### src/design/utlm_pkg.sv
// shared types, constants and helpers for the ultrasonic tank level meter
package utlm_pkg;

  // default tick counter width
  localparam int unsigned COUNTER_WIDTH = 16;

  // configuration port
  localparam int unsigned CFG_IDX_W  = 3;
  localparam int unsigned CFG_DATA_W = 16;

  localparam logic [CFG_IDX_W-1:0] CFG_US_PER_TICK    = 3'd0;
  localparam logic [CFG_IDX_W-1:0] CFG_TIMEOUT_TICKS  = 3'd1;
  localparam logic [CFG_IDX_W-1:0] CFG_TRIGGER_TICKS  = 3'd2;
  localparam logic [CFG_IDX_W-1:0] CFG_GAP_TICKS      = 3'd3;
  localparam logic [CFG_IDX_W-1:0] CFG_TANK_HEIGHT_CM = 3'd4;

  // register reset values
  localparam logic [7:0]  RST_US_PER_TICK    = 8'd10;
  localparam logic [15:0] RST_TIMEOUT_TICKS  = 16'd3000;
  localparam logic [7:0]  RST_TRIGGER_TICKS  = 8'd1;
  localparam logic [15:0] RST_GAP_TICKS      = 16'd1000;
  localparam logic [7:0]  RST_TANK_HEIGHT_CM = 8'd100;

  // distance conversion: cm = us / 58, saturated at 254
  localparam int unsigned SOUND_DIV = 58;
  localparam logic [7:0]  DIST_MAX  = 8'd254;
  localparam logic [7:0]  FAIL_DIST = 8'hFF;
  // smallest echo product in us that saturates the distance
  localparam int unsigned ACC_W     = 14;
  localparam logic [ACC_W-1:0] ACC_SAT = ACC_W'(255 * SOUND_DIV);
  // reciprocal of 58, exact for every product below ACC_SAT
  localparam int unsigned RECIP_SH  = 20;
  localparam int unsigned RECIP_W   = 15;
  localparam logic [RECIP_W-1:0] RECIP_K =
    RECIP_W'(((1 << RECIP_SH) + SOUND_DIV - 1) / SOUND_DIV);

  typedef enum logic [4:0] {
    PH_IDLE = 5'b00001,
    PH_TRIG = 5'b00010,
    PH_WAIT = 5'b00100,
    PH_HIGH = 5'b01000,
    PH_GAP  = 5'b10000
  } phase_e;

  typedef struct packed {
    logic       trigger_out;
    logic       busy_res;
    logic       result_valid;
    logic [7:0] water_level_cm;
    logic       measure_error;
  } result_t;

  function automatic logic [7:0] mid3(input logic [7:0] x, input logic [7:0] y,
                                      input logic [7:0] z);
    logic [7:0] m;
    if ((x <= y && y <= z) || (z <= y && y <= x)) begin
      m = y;
    end else if ((y <= x && x <= z) || (z <= x && x <= y)) begin
      m = x;
    end else begin
      m = z;
    end
    return m;
  endfunction

endpackage

### src/design/ultrasonic_tank_level_meter_top.sv
// ultrasonic tank level meter: three echo readings, median, level result
//
// usage
//   input channel: one beat per tick, carrying start_req and the sampled echo
//   level; in_valid_i / in_stall_o. output channel: exactly one result beat
//   per input beat, in order; out_valid_o / out_stall_i.
//   a start request in idle launches three ranging readings separated by
//   gap_ticks; each drives the trigger, waits for echo high and counts the
//   echo-high ticks, both with a timeout. the beat on which the third reading
//   ends carries result_valid with the level, or measure_error on a timeout.
//   configuration (cfg_we_i, cfg_idx_i, cfg_data_i) is written while idle.
// timing
//   one input beat per cycle sustained while in_stall_o is low; a result is
//   registered once its input beat is taken. all work for a beat sits between the
//   input state and the output register: counter compares, one constant
//   multiply for the divide by 58 and the median select.
// reset
//   state goes idle, configuration returns to its defaults, both output slots
//   empty. when the receiver stalls, the output register holds its beat and a
//   skid slot takes one more; in_stall_o rises only once the skid slot is full.
module ultrasonic_tank_level_meter_top #(
  parameter int unsigned COUNTER_WIDTH = utlm_pkg::COUNTER_WIDTH
) (
  input  logic                           clk_i,
  input  logic                           rst_ni,
  // configuration port
  input  logic                           cfg_we_i,
  input  logic [utlm_pkg::CFG_IDX_W-1:0] cfg_idx_i,
  input  logic [utlm_pkg::CFG_DATA_W-1:0] cfg_data_i,
  // input channel
  input  logic                           in_valid_i,
  output logic                           in_stall_o,
  input  logic                           start_req_i,
  input  logic                           echo_level_i,
  // output channel
  output logic                           out_valid_o,
  input  logic                           out_stall_i,
  output logic                           trigger_out_o,
  output logic                           busy_res_o,
  output logic                           result_valid_o,
  output logic [7:0]                     water_level_cm_o,
  output logic                           measure_error_o
);
  import utlm_pkg::*;

  localparam int unsigned CW = COUNTER_WIDTH;
  // compare width: holds a counter plus one and any 16 bit limit
  localparam int unsigned WW = (CW + 1 > 17) ? CW + 1 : 17;
  localparam logic [WW-1:0] CNT_MAX = {{(WW - CW){1'b0}}, {CW{1'b1}}};

  // configuration registers
  logic [7:0]  us_per_tick_q;
  logic [15:0] timeout_ticks_q;
  logic [7:0]  trigger_ticks_q;
  logic [15:0] gap_ticks_q;
  logic [7:0]  tank_height_q;

  always_ff @(posedge clk_i or negedge rst_ni) begin
    if (!rst_ni) begin
      us_per_tick_q   <= RST_US_PER_TICK;
      timeout_ticks_q <= RST_TIMEOUT_TICKS;
      trigger_ticks_q <= RST_TRIGGER_TICKS;
      gap_ticks_q     <= RST_GAP_TICKS;
      tank_height_q   <= RST_TANK_HEIGHT_CM;
    end else if (cfg_we_i) begin
      case (cfg_idx_i)
        CFG_US_PER_TICK:    us_per_tick_q   <= cfg_data_i[7:0];
        CFG_TIMEOUT_TICKS:  timeout_ticks_q <= cfg_data_i[15:0];
        CFG_TRIGGER_TICKS:  trigger_ticks_q <= cfg_data_i[7:0];
        CFG_GAP_TICKS:      gap_ticks_q     <= cfg_data_i[15:0];
        CFG_TANK_HEIGHT_CM: tank_height_q   <= cfg_data_i[7:0];
        default: ;
      endcase
    end
  end

  // sequencer state
  phase_e          phase_q, phase_d;
  logic [CW-1:0]   tick_q, tick_d;
  logic [1:0]      ridx_q, ridx_d;
  logic            any_to_q, any_to_d;
  // running echo product tick * us_per_tick, saturated at ACC_SAT
  logic [ACC_W-1:0] acc_q, acc_d;
  // distance per reading, written before it is read
  logic [7:0]      dist_q [3];
  logic [7:0]      dist_d [3];

  // output register and skid slot
  result_t out_q, skid_q, res_d;
  logic    out_vld_q, skid_vld_q;

  logic in_acc, out_ready;
  assign in_acc    = in_valid_i && !skid_vld_q;
  assign out_ready = !out_vld_q || !out_stall_i;

  // limits clamped to what the counter can hold
  logic [WW-1:0] tick_w, tick_inc, tick_sat, timeout_w, gap_w, lim, gap_lim, trig_len;
  assign tick_w    = WW'(tick_q);
  assign tick_inc  = tick_w + WW'(1);
  assign tick_sat  = (tick_inc > CNT_MAX) ? CNT_MAX : tick_inc;
  assign timeout_w = WW'(timeout_ticks_q);
  assign gap_w     = WW'(gap_ticks_q);
  assign lim       = (timeout_w > CNT_MAX) ? CNT_MAX : timeout_w;
  assign gap_lim   = (gap_w > CNT_MAX) ? CNT_MAX : gap_w;
  // a zero trigger length acts as one tick
  assign trig_len  = (trigger_ticks_q == 8'd0) ? WW'(1) : WW'(trigger_ticks_q);

  // echo product to centimeters through the reciprocal of 58
  logic [ACC_W+RECIP_W-1:0] recip_prod;
  logic [7:0]               echo_dist;
  logic [ACC_W:0]           acc_sum;
  assign recip_prod = (ACC_W + RECIP_W)'(acc_q) * (ACC_W + RECIP_W)'(RECIP_K);
  assign echo_dist  = (acc_q >= ACC_SAT) ? DIST_MAX : recip_prod[RECIP_SH +: 8];
  assign acc_sum    = (ACC_W + 1)'(acc_q) + (ACC_W + 1)'(us_per_tick_q);

  logic       fin, fin_fail, done;
  logic [7:0] fin_dist, med;
  logic [1:0] fin_idx;

  always_comb begin
    phase_d  = phase_q;
    tick_d   = tick_q;
    ridx_d   = ridx_q;
    any_to_d = any_to_q;
    acc_d    = acc_q;
    dist_d   = dist_q;
    fin      = 1'b0;
    fin_fail = 1'b0;
    fin_dist = FAIL_DIST;
    done     = 1'b0;
    med      = 8'd0;
    res_d    = '0;

    res_d.busy_res = (phase_q != PH_IDLE);

    case (phase_q)
      PH_IDLE: begin
        if (start_req_i) begin
          phase_d  = PH_TRIG;
          tick_d   = '0;
          ridx_d   = 2'd0;
          any_to_d = 1'b0;
        end
      end
      PH_TRIG: begin
        res_d.trigger_out = 1'b1;
        tick_d = tick_sat[CW-1:0];
        if (tick_sat >= trig_len) begin
          tick_d  = '0;
          phase_d = PH_WAIT;
        end
      end
      PH_WAIT: begin
        if (echo_level_i) begin
          // the first high tick already counts
          phase_d = PH_HIGH;
          if (WW'(1) > lim) begin
            fin      = 1'b1;
            fin_fail = 1'b1;
          end else begin
            tick_d = CW'(1);
            acc_d  = ACC_W'(us_per_tick_q);
          end
        end else if (tick_inc > lim) begin
          fin      = 1'b1;
          fin_fail = 1'b1;
        end else begin
          tick_d = tick_inc[CW-1:0];
        end
      end
      PH_HIGH: begin
        if (echo_level_i) begin
          if (tick_inc > lim) begin
            fin      = 1'b1;
            fin_fail = 1'b1;
          end else begin
            tick_d = tick_inc[CW-1:0];
            acc_d  = (acc_sum >= (ACC_W + 1)'(ACC_SAT)) ? ACC_SAT : acc_sum[ACC_W-1:0];
          end
        end else begin
          fin      = 1'b1;
          fin_dist = echo_dist;
        end
      end
      PH_GAP: begin
        tick_d = tick_sat[CW-1:0];
        if (tick_sat >= gap_lim) begin
          tick_d  = '0;
          phase_d = PH_TRIG;
        end
      end
      default: begin
        phase_d = PH_IDLE;
        tick_d  = '0;
        ridx_d  = 2'd0;
      end
    endcase

    // end of one reading
    fin_idx = (ridx_q == 2'd3) ? 2'd2 : ridx_q;
    if (fin) begin
      dist_d[fin_idx] = fin_dist;
      if (fin_fail) begin
        any_to_d = 1'b1;
      end
      tick_d = '0;
      if (fin_idx == 2'd2) begin
        phase_d = PH_IDLE;
        ridx_d  = 2'd0;
        done    = 1'b1;
      end else begin
        ridx_d  = fin_idx + 2'd1;
        phase_d = (gap_ticks_q == 16'd0) ? PH_TRIG : PH_GAP;
      end
    end

    if (done) begin
      res_d.result_valid  = 1'b1;
      res_d.measure_error = any_to_d;
      if (!any_to_d) begin
        med = mid3(dist_d[0], dist_d[1], dist_d[2]);
        res_d.water_level_cm = (med >= tank_height_q) ? 8'd0 : (tank_height_q - med);
      end
    end
  end

  always_ff @(posedge clk_i or negedge rst_ni) begin
    if (!rst_ni) begin
      phase_q  <= PH_IDLE;
      tick_q   <= '0;
      ridx_q   <= 2'd0;
      any_to_q <= 1'b0;
    end else if (in_acc) begin
      phase_q  <= phase_d;
      tick_q   <= tick_d;
      ridx_q   <= ridx_d;
      any_to_q <= any_to_d;
    end
  end

  // payload state, no reset
  always_ff @(posedge clk_i) begin
    if (in_acc) begin
      acc_q  <= acc_d;
      dist_q <= dist_d;
    end
  end

  // output register with one skid slot behind it
  always_ff @(posedge clk_i or negedge rst_ni) begin
    if (!rst_ni) begin
      out_vld_q  <= 1'b0;
      skid_vld_q <= 1'b0;
    end else if (out_ready) begin
      if (skid_vld_q) begin
        out_vld_q  <= 1'b1;
        skid_vld_q <= 1'b0;
      end else begin
        out_vld_q  <= in_acc;
      end
    end else if (in_acc) begin
      skid_vld_q <= 1'b1;
    end
  end

  always_ff @(posedge clk_i) begin
    if (out_ready) begin
      if (skid_vld_q) begin
        out_q <= skid_q;
      end else if (in_acc) begin
        out_q <= res_d;
      end
    end else if (in_acc) begin
      skid_q <= res_d;
    end
  end

  assign in_stall_o       = skid_vld_q;
  assign out_valid_o      = out_vld_q;
  assign trigger_out_o    = out_q.trigger_out;
  assign busy_res_o       = out_q.busy_res;
  assign result_valid_o   = out_q.result_valid;
  assign water_level_cm_o = out_q.water_level_cm;
  assign measure_error_o  = out_q.measure_error;

endmodule

### config.mk
export PLATFORM = sky130hd
export DESIGN_NAME = ultrasonic_tank_level_meter_top
export DESIGN_NICKNAME = d
export VERILOG_FILES = /design/src/design/utlm_pkg.sv /design/src/design/ultrasonic_tank_level_meter_top.sv
export SDC_FILE = /design/constraint.sdc
export NUM_CORES = 1
export LEC_CHECK = 0
export ABC_AREA = 0
export BUFFER_PORTS_ARGS = -buffer_cell sky130_fd_sc_hd__buf_2
export CAP_MARGIN = 40
export CORE_MARGIN = 5
export CORE_UTILIZATION = 58
export CTS_CLUSTER_DIAMETER = 150
export CTS_CLUSTER_SIZE = 16
export DETAILED_ROUTE_END_ITERATION = 8
export PLACE_DENSITY = 0.81
export SLEW_MARGIN = 15
export SYNTH_ARGS = -nofsm -noshare
export SYNTH_HDL_FRONTEND = slang
export SYNTH_SLANG_ARGS = --single-unit
### constraint.sdc
create_clock -name clk_i -period 10.3 [get_ports clk_i]
set_input_delay 0 -clock clk_i [delete_from_list [all_inputs] [get_ports clk_i]]
set_output_delay 0 -clock clk_i [all_outputs]
set_load 0.01 [all_outputs]
==> flow_summary.json, run 1 <==
{
  "fin_worst_skew_ns": 0.0112,
  "synthArstFlopShare": 0.569,
  "nets": 1707,
  "rrSetupSlack_ns": 0.46,
  "final_common_cell": "ha_1",
  "fin_crit_ns": 9.84,
  "clk_latency_ns": 0.43,
  "drc": 0,
  "power_switching_mw": 0.823,
  "synth_edf_count": 62,
  "grt_setup_unrepaired": "false",
  "coreArea_um2": 22600,
  "seq_power_share": 0.339,
  "clk_pin_slew_worst_paths_ns": 0.07,
  "drt_iter0_drc": 737,
  "cts_buffer_depth": 2,
  "drive_gt1_frac": 0.145,
  "synth_compound_area_frac": 0.142,
  "worstMarginPinSlew_ns": 0.866,
  "routedWlPerCell_um": 18.6,
  "synth_adder_area_share": 0.291,
  "utilization": 0.653,
  "setup_tns_ns": 0,
  "power_density_nw_per_um2": 152,
  "cts_tree": "done",
  "initial_utilization": 0.586,
  "ys_types": 84,
  "setup_viol": 0,
  "p_leak_nw": 7.10,
  "synth_xor_area_frac": 0.0298,
  "die_area_um2": 25900,
  "ant_nets": 0,
  "r2r-start": "acc_q[11]",
  "pwr-share-clk": 0.283,
  "antenna_found_initial": 0,
  "internal-power_mw": 1.41,
  "cts_buffers": 17,
  "ys_ff_latch": 144,
  "antenna-diode-count": 0,
  "postSynthCellCount": 1336,
  "die_w_um": 161,
  "routed_via_density": 6.00,
  "portBuffers": 39,
  "nFillCells": 1715,
  "grt_pass1_vias": 10307,
  "cp-start-kind": "register",
  "synth_top_family_by_area": "adder cells",
  "syn_to_final_growth_pct": 11.4,
  "vdd_drop_max_uv": 115,
  "r2r-end": "water_level_cm_o[1]",
  "crit_fanout": 10,
  "synth_nets": 1632,
  "grt_max_degree": 44,
  "end_kind": "register",
  "clkSinkCount": 144,
  "slew_headroom": 0.408,
  "gp_congestion": 0.938,
  "sw_frac_of_total": 0.368,
  "die_h_um": 161,
  "netlist_area_um2": 13200,
  "syn_avg_cell_area_um2": 9.90,
  "drt_wl_total_mm": 31.7,
  "min_period_over_period": 0.955,
  "critPathCapture": "water_level_cm_o[1]",
  "crit_slowest_cell": "fa_2",
  "r2r_cells": 36,
  "synth_warnings": 0,
  "dpl_cell_area_um2": 13800,
  "grt_usage": 0.246,
  "ys_seq_area_frac": 0.298,
  "max_stage_delay_ns": 0.64,
  "status": "finished clean",
  "hold_path.class": "input port to register",
  "synth.area.mux_share": 0.0484,
  "fmax_mhz": 102,
  "whs_ns": 0.0397,
  "combPwrFrac": 0.378,
  "cts.htree.levels": 4,
  "critPathKind": "register to register",
  "synth-simple-area-share": 0.121,
  "cp.required_ns": 10.56,
  "fp-row-count": 55,
  "grt_pass1_wl_mm": 51.7,
  "grt_remaining_overflow": 0,
  "critPathLaunch": "acc_q[11]",
  "worstPathArrival_ns": 10.10,
  "maxCapViolations": 0,
  "final_cell_mix": "208 x ha_1, 199 x inv_1, 100 x nand2_1, 65 x a21oi_1",
  "crit_top_cell": "fa_1",
  "dp_hpwl_mm": 24.9,
  "finish.instance_area_um2": 14700,
  "vias": 10260,
  "ys.flop_type": "edfxtp_1",
  "drv_slew": 0,
  "hold_viol": 0,
  "firstDrtPassIters": 5,
  "root_buffer": "clkbuf_16",
  "ios": 40
}
==> worst max-delay path: cells and delay by family (launching register included) <==
| kind | cells | cell delay, ns |
|---|---|---|
| flops | 1 | 0.43 |
| xor+xnor | 1 | 0.15 |
| simple gates | 3 | 0.74 |
| fa+ha+maj | 10 | 4.30 |
| compound gates | 17 | 3.15 |
| buf+inv | 3 | 0.22 |
| mux | 2 | 0.68 |
==> timing repair <==
action | CTS | global route
buffers inserted | 0 | 3
gates resized for setup | 0 | 16
hold buffers | 20 | 0
endpoints found under the setup margin | 0 | 16
endpoints found under the hold margin | 128 | 0
==> per-stage QoR <==
stage	power [mW]	worst slack, ns	cells
after floorplan	1.35	0.599	1336
after global placement	1.54	0.497	1645
after detailed placement	1.58	0.0934	1650
after CTS	2.22	0.0363	1702
after global routing	2.38	0.0172	1709
final	2.24	0.461	1709
==> metal layers <==
metal	vias to the layer above	part of all wire	GRT usage
met1	4955	0.42	0.310
met2	342	0.49	0.432
met5	-	0	0
met3	75	0.046	0.0344
li1	4888	-	-
met4	0	0.036	0.0900
==> cell families after synthesis <==
group,count (synthesis)
and+or+nand+nor,315
AOI/OAI and AO/OA,272
xor gates and xnor gates,45
muxes,58
DFF,144
buffers and inverters,232
adders and majority gates,270
==> synth_stat cells, types with 4 or more instances <==
master	n	area share
a2111oi_0	6	0.0040
clkbuf_1	19	0.0054
xor2_1	17	0.011
a211oi_1	8	0.0045
ha_1	208	0.20
dfstp_2	20	0.040
nor2_1	59	0.017
and3_1	10	0.0047
o31ai_1	10	0.0057
nand4_1	25	0.012
a31oi_1	10	0.0047
a21oi_1	66	0.025
o21ai_0	58	0.022
buf_6	6	0.0051
edfxtp_1	62	0.14
o22ai_1	7	0.0033
mux2i_1	10	0.0076
o21a_1	8	0.0045
nor2b_1	9	0.0043
nand4b_1	4	0.0026
nand3_1	24	0.0091
xnor2_1	28	0.019
nand2_1	100	0.028
o22a_1	4	0.0026
and2_1	5	0.0024
or2_2	4	0.0019
dfrtp_1	62	0.12
a22oi_1	4	0.0023
fa_1	62	0.094
buf_2	4	0.0015
o211ai_1	9	0.0051
nor3_1	21	0.0079
a22o_1	6	0.0040
inv_1	199	0.056
or3_1	4	0.0019
o2111ai_1	4	0.0026
mux2_2	48	0.041
a21o_1	28	0.016
nand2b_1	16	0.0076
nor4_1	13	0.0061
==> registers in the layout, summed over array words and instances, names as in the netlist <==
register	cells
acc_q	14
busy_res_o	1
trigger_out_o	1
us_per_tick_q	8
skid_q	12
ridx_q	2
water_level_cm_o	8
gap_ticks_q	16
timeout_ticks_q	16
tick_q	16
result_valid_o	1
out_valid_o	1
trigger_ticks_q	8
dist_q	24
tank_height_q	8
any_to_q	1
measure_error_o	1
phase_q	5
in_stall_o	1
==> worst min path at each step <==
stage / start / endpoint / slack (ns) / cells past startpoint
floorplan: rst_ni / any_to_q / -0.30 / 0
global placement: cfg_data_i[10] / timeout_ticks_q[10] / 0.22 / 3
detailed placement: rst_ni / in_stall_o / 0.004 / 1
CTS: echo_level_i / tick_q[0] / 0.06 / 3
global route: cfg_idx_i[0] / us_per_tick_q[0] / 0.04 / 3
finish: cfg_idx_i[0] / us_per_tick_q[0] / 0.04 / 3
==> power groups by stage <==
stage          Combinational, mW  Clock, mW  Sequential [mW]
2_1_floorplan              0.610          0            0.744
3_3_place_gp               0.772          0            0.764
3_5_place_dp               0.808          0            0.767
4_1_cts                    0.825      0.637            0.757
5_1_grt                    0.953      0.664            0.767
6_report                   0.846      0.633            0.759
==> area by class of cell <==
class	instances	area (um2)	share of cell area
Sequential cell	144	3940	0.267
Clock buffer	19	443	0.0301
Clock inverter	13	151	0.0103
Inverter	200	751	0.0510
Timing Repair Buffer	87	636	0.0432
Multi-Input combinational cell	961	8450	0.574
Tap cell	285	357	0.0242
Note: power is estimated with default switching activity, not from simulation.
==> run 2: changes to the inputs <==
- CORE_ASPECT_RATIO: unset -> 0.9
- CORE_MARGIN: 5 -> 1
==> flow_summary.json, run 2 (synthesized netlist as in run 1, its figures left out) <==
{
  "worstPathArrival_ns": 10.14,
  "drc": 0,
  "initial_utilization": 0.589,
  "antenna-diode-count": 0,
  "portBuffers": 39,
  "grt_pass1_vias": 10546,
  "crit_slowest_cell": "fa_2",
  "dp_hpwl_mm": 24.6,
  "drt_wl_total_mm": 32.7,
  "drive_gt1_frac": 0.150,
  "vdd_drop_max_uv": 135,
  "slew_headroom": 0.397,
  "die_w_um": 161,
  "cp-start-kind": "register",
  "clk_latency_ns": 0.43,
  "cts_buffer_depth": 2,
  "maxCapViolations": 0,
  "final_cell_mix": "208 x ha_1, 199 x inv_1, 100 x nand2_1, 64 x a21oi_1",
  "cts_tree": "done",
  "crit_top_cell": "fa_1",
  "utilization": 0.660,
  "status": "finished clean",
  "power_density_nw_per_um2": 151,
  "drt_iter0_drc": 916,
  "rrSetupSlack_ns": 0.41,
  "cts_buffers": 17,
  "fin_worst_skew_ns": 0.00916,
  "crit_cells": 36,
  "die_area_um2": 23400,
  "drv_slew": 0,
  "cts.htree.levels": 4,
  "fin_crit_ns": 9.89,
  "worstMarginPinSlew_ns": 0.900,
  "hold_path.class": "input port to async pin",
  "p_leak_nw": 7.13,
  "setup_viol": 0,
  "regMostFlops": "dist_q",
  "hold_viol": 0,
  "antenna_found_initial": 0,
  "crit_family": "adder cells",
  "routed_via_density": 6.07,
  "fp-row-count": 52,
  "r2r-end": "water_level_cm_o[3]",
  "setup_tns_ns": 0,
  "grt_remaining_overflow": 0,
  "cp.required_ns": 10.56,
  "firstDrtPassIters": 5,
  "root_buffer": "clkbuf_16",
  "max_stage_delay_ns": 0.64,
  "grt_usage": 0.285,
  "grt_max_degree": 50,
  "crit_fanout": 10,
  "routedWlPerCell_um": 18.9,
  "r2r-start": "acc_q[13]",
  "end_kind": "register",
  "ant_nets": 0,
  "ios": 40,
  "r2r_cells": 36,
  "coreArea_um2": 22400,
  "largest_reg_flops": 24,
  "min_period_over_period": 0.960,
  "crit_buf_inv": 3,
  "fmax_mhz": 101,
  "gp_congestion": 0.997,
  "clkSinkCount": 144,
  "clk_pin_slew_worst_paths_ns": 0.06,
  "vias": 10493,
  "syn_to_final_growth_pct": 12.0,
  "grt_pass1_wl_mm": 53.0,
  "nets": 1715,
  "die_h_um": 145,
  "final_common_cell": "ha_1",
  "critPathKind": "register to register"
}
-- run 2: worst max path at each step --
stage                          from                  end
final                     acc_q[13]  water_level_cm_o[3]
after global routing      acc_q[13]  water_level_cm_o[3]
after CTS                 acc_q[11]  water_level_cm_o[5]
after detailed placement  acc_q[11]  water_level_cm_o[3]
after global placement    acc_q[11]  water_level_cm_o[4]
after floorplan           acc_q[11]  water_level_cm_o[6]
-- run 2: per-layer routing --
metal / track usage / share of wire / up-vias
li1: - / - / 4889
met1: 0.374 / 0.42 / 5116
met2: 0.484 / 0.49 / 413
met3: 0.0417 / 0.060 / 75
met4: 0.0915 / 0.028 / 0
met5: 0 / 0 / -
-- run 2: final cells by class --
class	count	area, um2
multi-input combinational	961	8480
fill	1677	7630
sequential	144	3940
inverter	200	751
timing repair buffer	95	697
clock buffer	24	526
tap	297	372
clock inverter	8	51.3
-- run 2: stage by stage --
step           instances  setup WS [ns]  power [mW]  area, um2  hold WS (ns)
3_5_place_dp        1661         -0.126        1.59      13800       -0.0219
5_1_grt             1729        -0.0161        2.38      14800        0.0998
2_1_floorplan       1336          0.599        1.35      13200        -0.296
6_report            1729          0.415        2.24      14800        0.0760
3_3_place_gp        1656          0.255        1.54      13800         0.222
4_1_cts             1716          0.131        2.21      14600        0.0707
-- run 2: worst reg2reg max path, delay by kind of cell (launching register included) --
kind	cells	cell delay, ns
DFF	1	0.42
and+or+nand+nor	3	0.83
adders and majority gates	10	4.34
muxes	2	0.67
AOI/OAI and AO/OA	17	3.09
buffers and inverters	3	0.22
xor gates and xnor gates	1	0.16
-- run 2: timing repair --
item                                    in CTS  in global routing
hold buffers                                23                  0
endpoints found under the setup margin      14                 16
gates cloned                                 0                  1
pin swaps                                    0                  7
buffers inserted                             0                 12
endpoints found under the hold margin      127                  0
gates resized for setup                      3                 19
-- run 2: power breakdown --
part	leakage [nW]	switching (mW)	internal (mW)
combinational	5.24	0.513	0.361
clock	0.289	0.246	0.357
sequential	1.59	0.0662	0.694
total	7.13	0.826	1.41
==> run 3: changes to the inputs <==
- CORE_ASPECT_RATIO: 0.9 -> unset
==> flow_summary.json, run 3 (synthesized netlist as in run 1, its figures left out) <==
{
  "status": "finished clean",
  "cts.htree.levels": 4,
  "die_h_um": 153,
  "r2r-start": "acc_q[11]",
  "crit_slowest_cell": "fa_2",
  "hold_viol": 0,
  "dp_cells": 1642,
  "clk_pin_slew_worst_paths_ns": 0.06,
  "grt_pass1_vias": 10494,
  "end_kind": "register",
  "p_leak_nw": 7.00,
  "coreArea_um2": 22100,
  "fp-row-count": 54,
  "r2r-end": "water_level_cm_o[5]",
  "rrSetupSlack_ns": 0.46,
  "fmax_mhz": 102,
  "drt_wl_total_mm": 31.3,
  "drc": 0,
  "routedWlPerCell_um": 18.4,
  "syn_to_final_growth_pct": 10.3,
  "slew_headroom": 0.355,
  "cts_buffer_depth": 2,
  "vdd_drop_max_uv": 112,
  "power_density_nw_per_um2": 148,
  "fin_worst_skew_ns": 0.0105,
  "cp.required_ns": 10.44,
  "grt_max_degree": 44,
  "vias": 10261,
  "die_area_um2": 23400,
  "antenna_found_initial": 0,
  "firstDrtPassIters": 5,
  "cts_buffers": 17,
  "finalPower_mw": 2.16,
  "cp-start-kind": "register",
  "nets": 1700,
  "critPathKind": "register to register",
  "utilization": 0.660,
  "final_cell_mix": "208 x ha_1, 199 x inv_1, 100 x nand2_1, 65 x a21oi_1",
  "cts_tree": "done",
  "ios": 40,
  "fin_crit_ns": 9.84,
  "clk_latency_ns": 0.43,
  "drt_iter0_drc": 654,
  "gp_congestion": 0.948,
  "grt_remaining_overflow": 0,
  "regMostFlops": "dist_q",
  "drive_gt1_frac": 0.137,
  "crit_fanout": 14,
  "grt_usage": 0.279,
  "routed_via_density": 6.05,
  "maxCapViolations": 0,
  "crit_top_cell": "fa_1",
  "ant_nets": 0,
  "grt_pass1_wl_mm": 51.7,
  "dp_hpwl_mm": 24.5,
  "final_common_cell": "ha_1",
  "drv_slew": 0,
  "r2r_cells": 37,
  "nFillCells": 1675,
  "max_stage_delay_ns": 0.63,
  "setup_viol": 0,
  "min_period_over_period": 0.955,
  "worstMarginPinSlew_ns": 0.944,
  "hold_path.class": "input port to async pin",
  "portBuffers": 39,
  "worstPathArrival_ns": 9.98,
  "die_w_um": 153,
  "clkSinkCount": 144,
  "initial_utilization": 0.599,
  "fin_cells": 1697,
  "antenna-diode-count": 0,
  "largest_reg_flops": 24,
  "root_buffer": "clkbuf_16"
}
[run 3: cell count changes in the layout (fill, tap and decap cells not counted), sizes merged, moves of 3 or more]
cell,before,now
buf,72,61
clkbuf,24,20
clkinvlp,0,3
dlygate4sd3,23,20
[run 3: layout make-up]
class | instances | area [um2] | share of cell area
Clock inverter | 12 | 96.3 | 0.00660
Tap cell | 280 | 350 | 0.0240
Inverter | 200 | 751 | 0.0515
Multi-Input combinational cell | 960 | 8430 | 0.578
Timing Repair Buffer | 81 | 587 | 0.0402
Clock buffer | 20 | 437 | 0.0299
Sequential cell | 144 | 3940 | 0.270
[run 3: worst max-delay path, delay by kind of cell, from the launching register on]
family          cells  cell delay (ns)
buf+inv             5             0.55
simple gates        6             1.54
xor+xnor            1             0.11
fa+ha+maj           9             4.13
compound gates     15             2.62
mux                 1             0.21
flops               1             0.42
[run 3: how the worst max path moves through the flow]
stage	startpoint	endpoint	slack, ns	depth (start not counted)
after floorplan	acc_q[11]	water_level_cm_o[6]	0.60	39
after global placement	acc_q[11]	water_level_cm_o[5]	0.58	36
after detailed placement	acc_q[11]	water_level_cm_o[4]	0.34	36
after CTS	acc_q[11]	water_level_cm_o[4]	0.27	36
after global routing	acc_q[11]	water_level_cm_o[5]	-0.09	37
final	acc_q[11]	water_level_cm_o[5]	0.46	37
[run 3: stage by stage]
stage | area (um2) | setup slack, ns | setup TNS, ns | hold WS (ns)
after detailed placement | 13800 | 0.345 | 0 | 0.00989
after floorplan | 13200 | 0.599 | 0 | -0.296
after global placement | 13700 | 0.581 | 0 | 0.224
after CTS | 14500 | 0.274 | 0 | 0.0901
final | 14600 | 0.459 | 0 | 0.0873
after global routing | 14600 | -0.0894 | -0.409 | 0.129
[run 3: layer usage]
layer,share of wire,up-vias,GRT usage
met1,0.42,4968,0.347
met5,0,-,0
met3,0.048,77,0.0332
li1,-,4883,-
met4,0.040,0,0.129
met2,0.49,333,0.484
[run 3: what timing repair did]
item	CTS	global route
resized for setup	0	16
buffers inserted	0	1
hold buffers	20	0
endpoints found under the hold margin	123	0
setup endpoints to repair	0	16
[run 3: power breakdown]
group	leakage [nW]	internal [mW]	switching, mW	total (mW)
Sequential	1.59	0.694	0.0628	0.757
Clock	0.253	0.329	0.238	0.567
Combinational	5.15	0.352	0.485	0.837
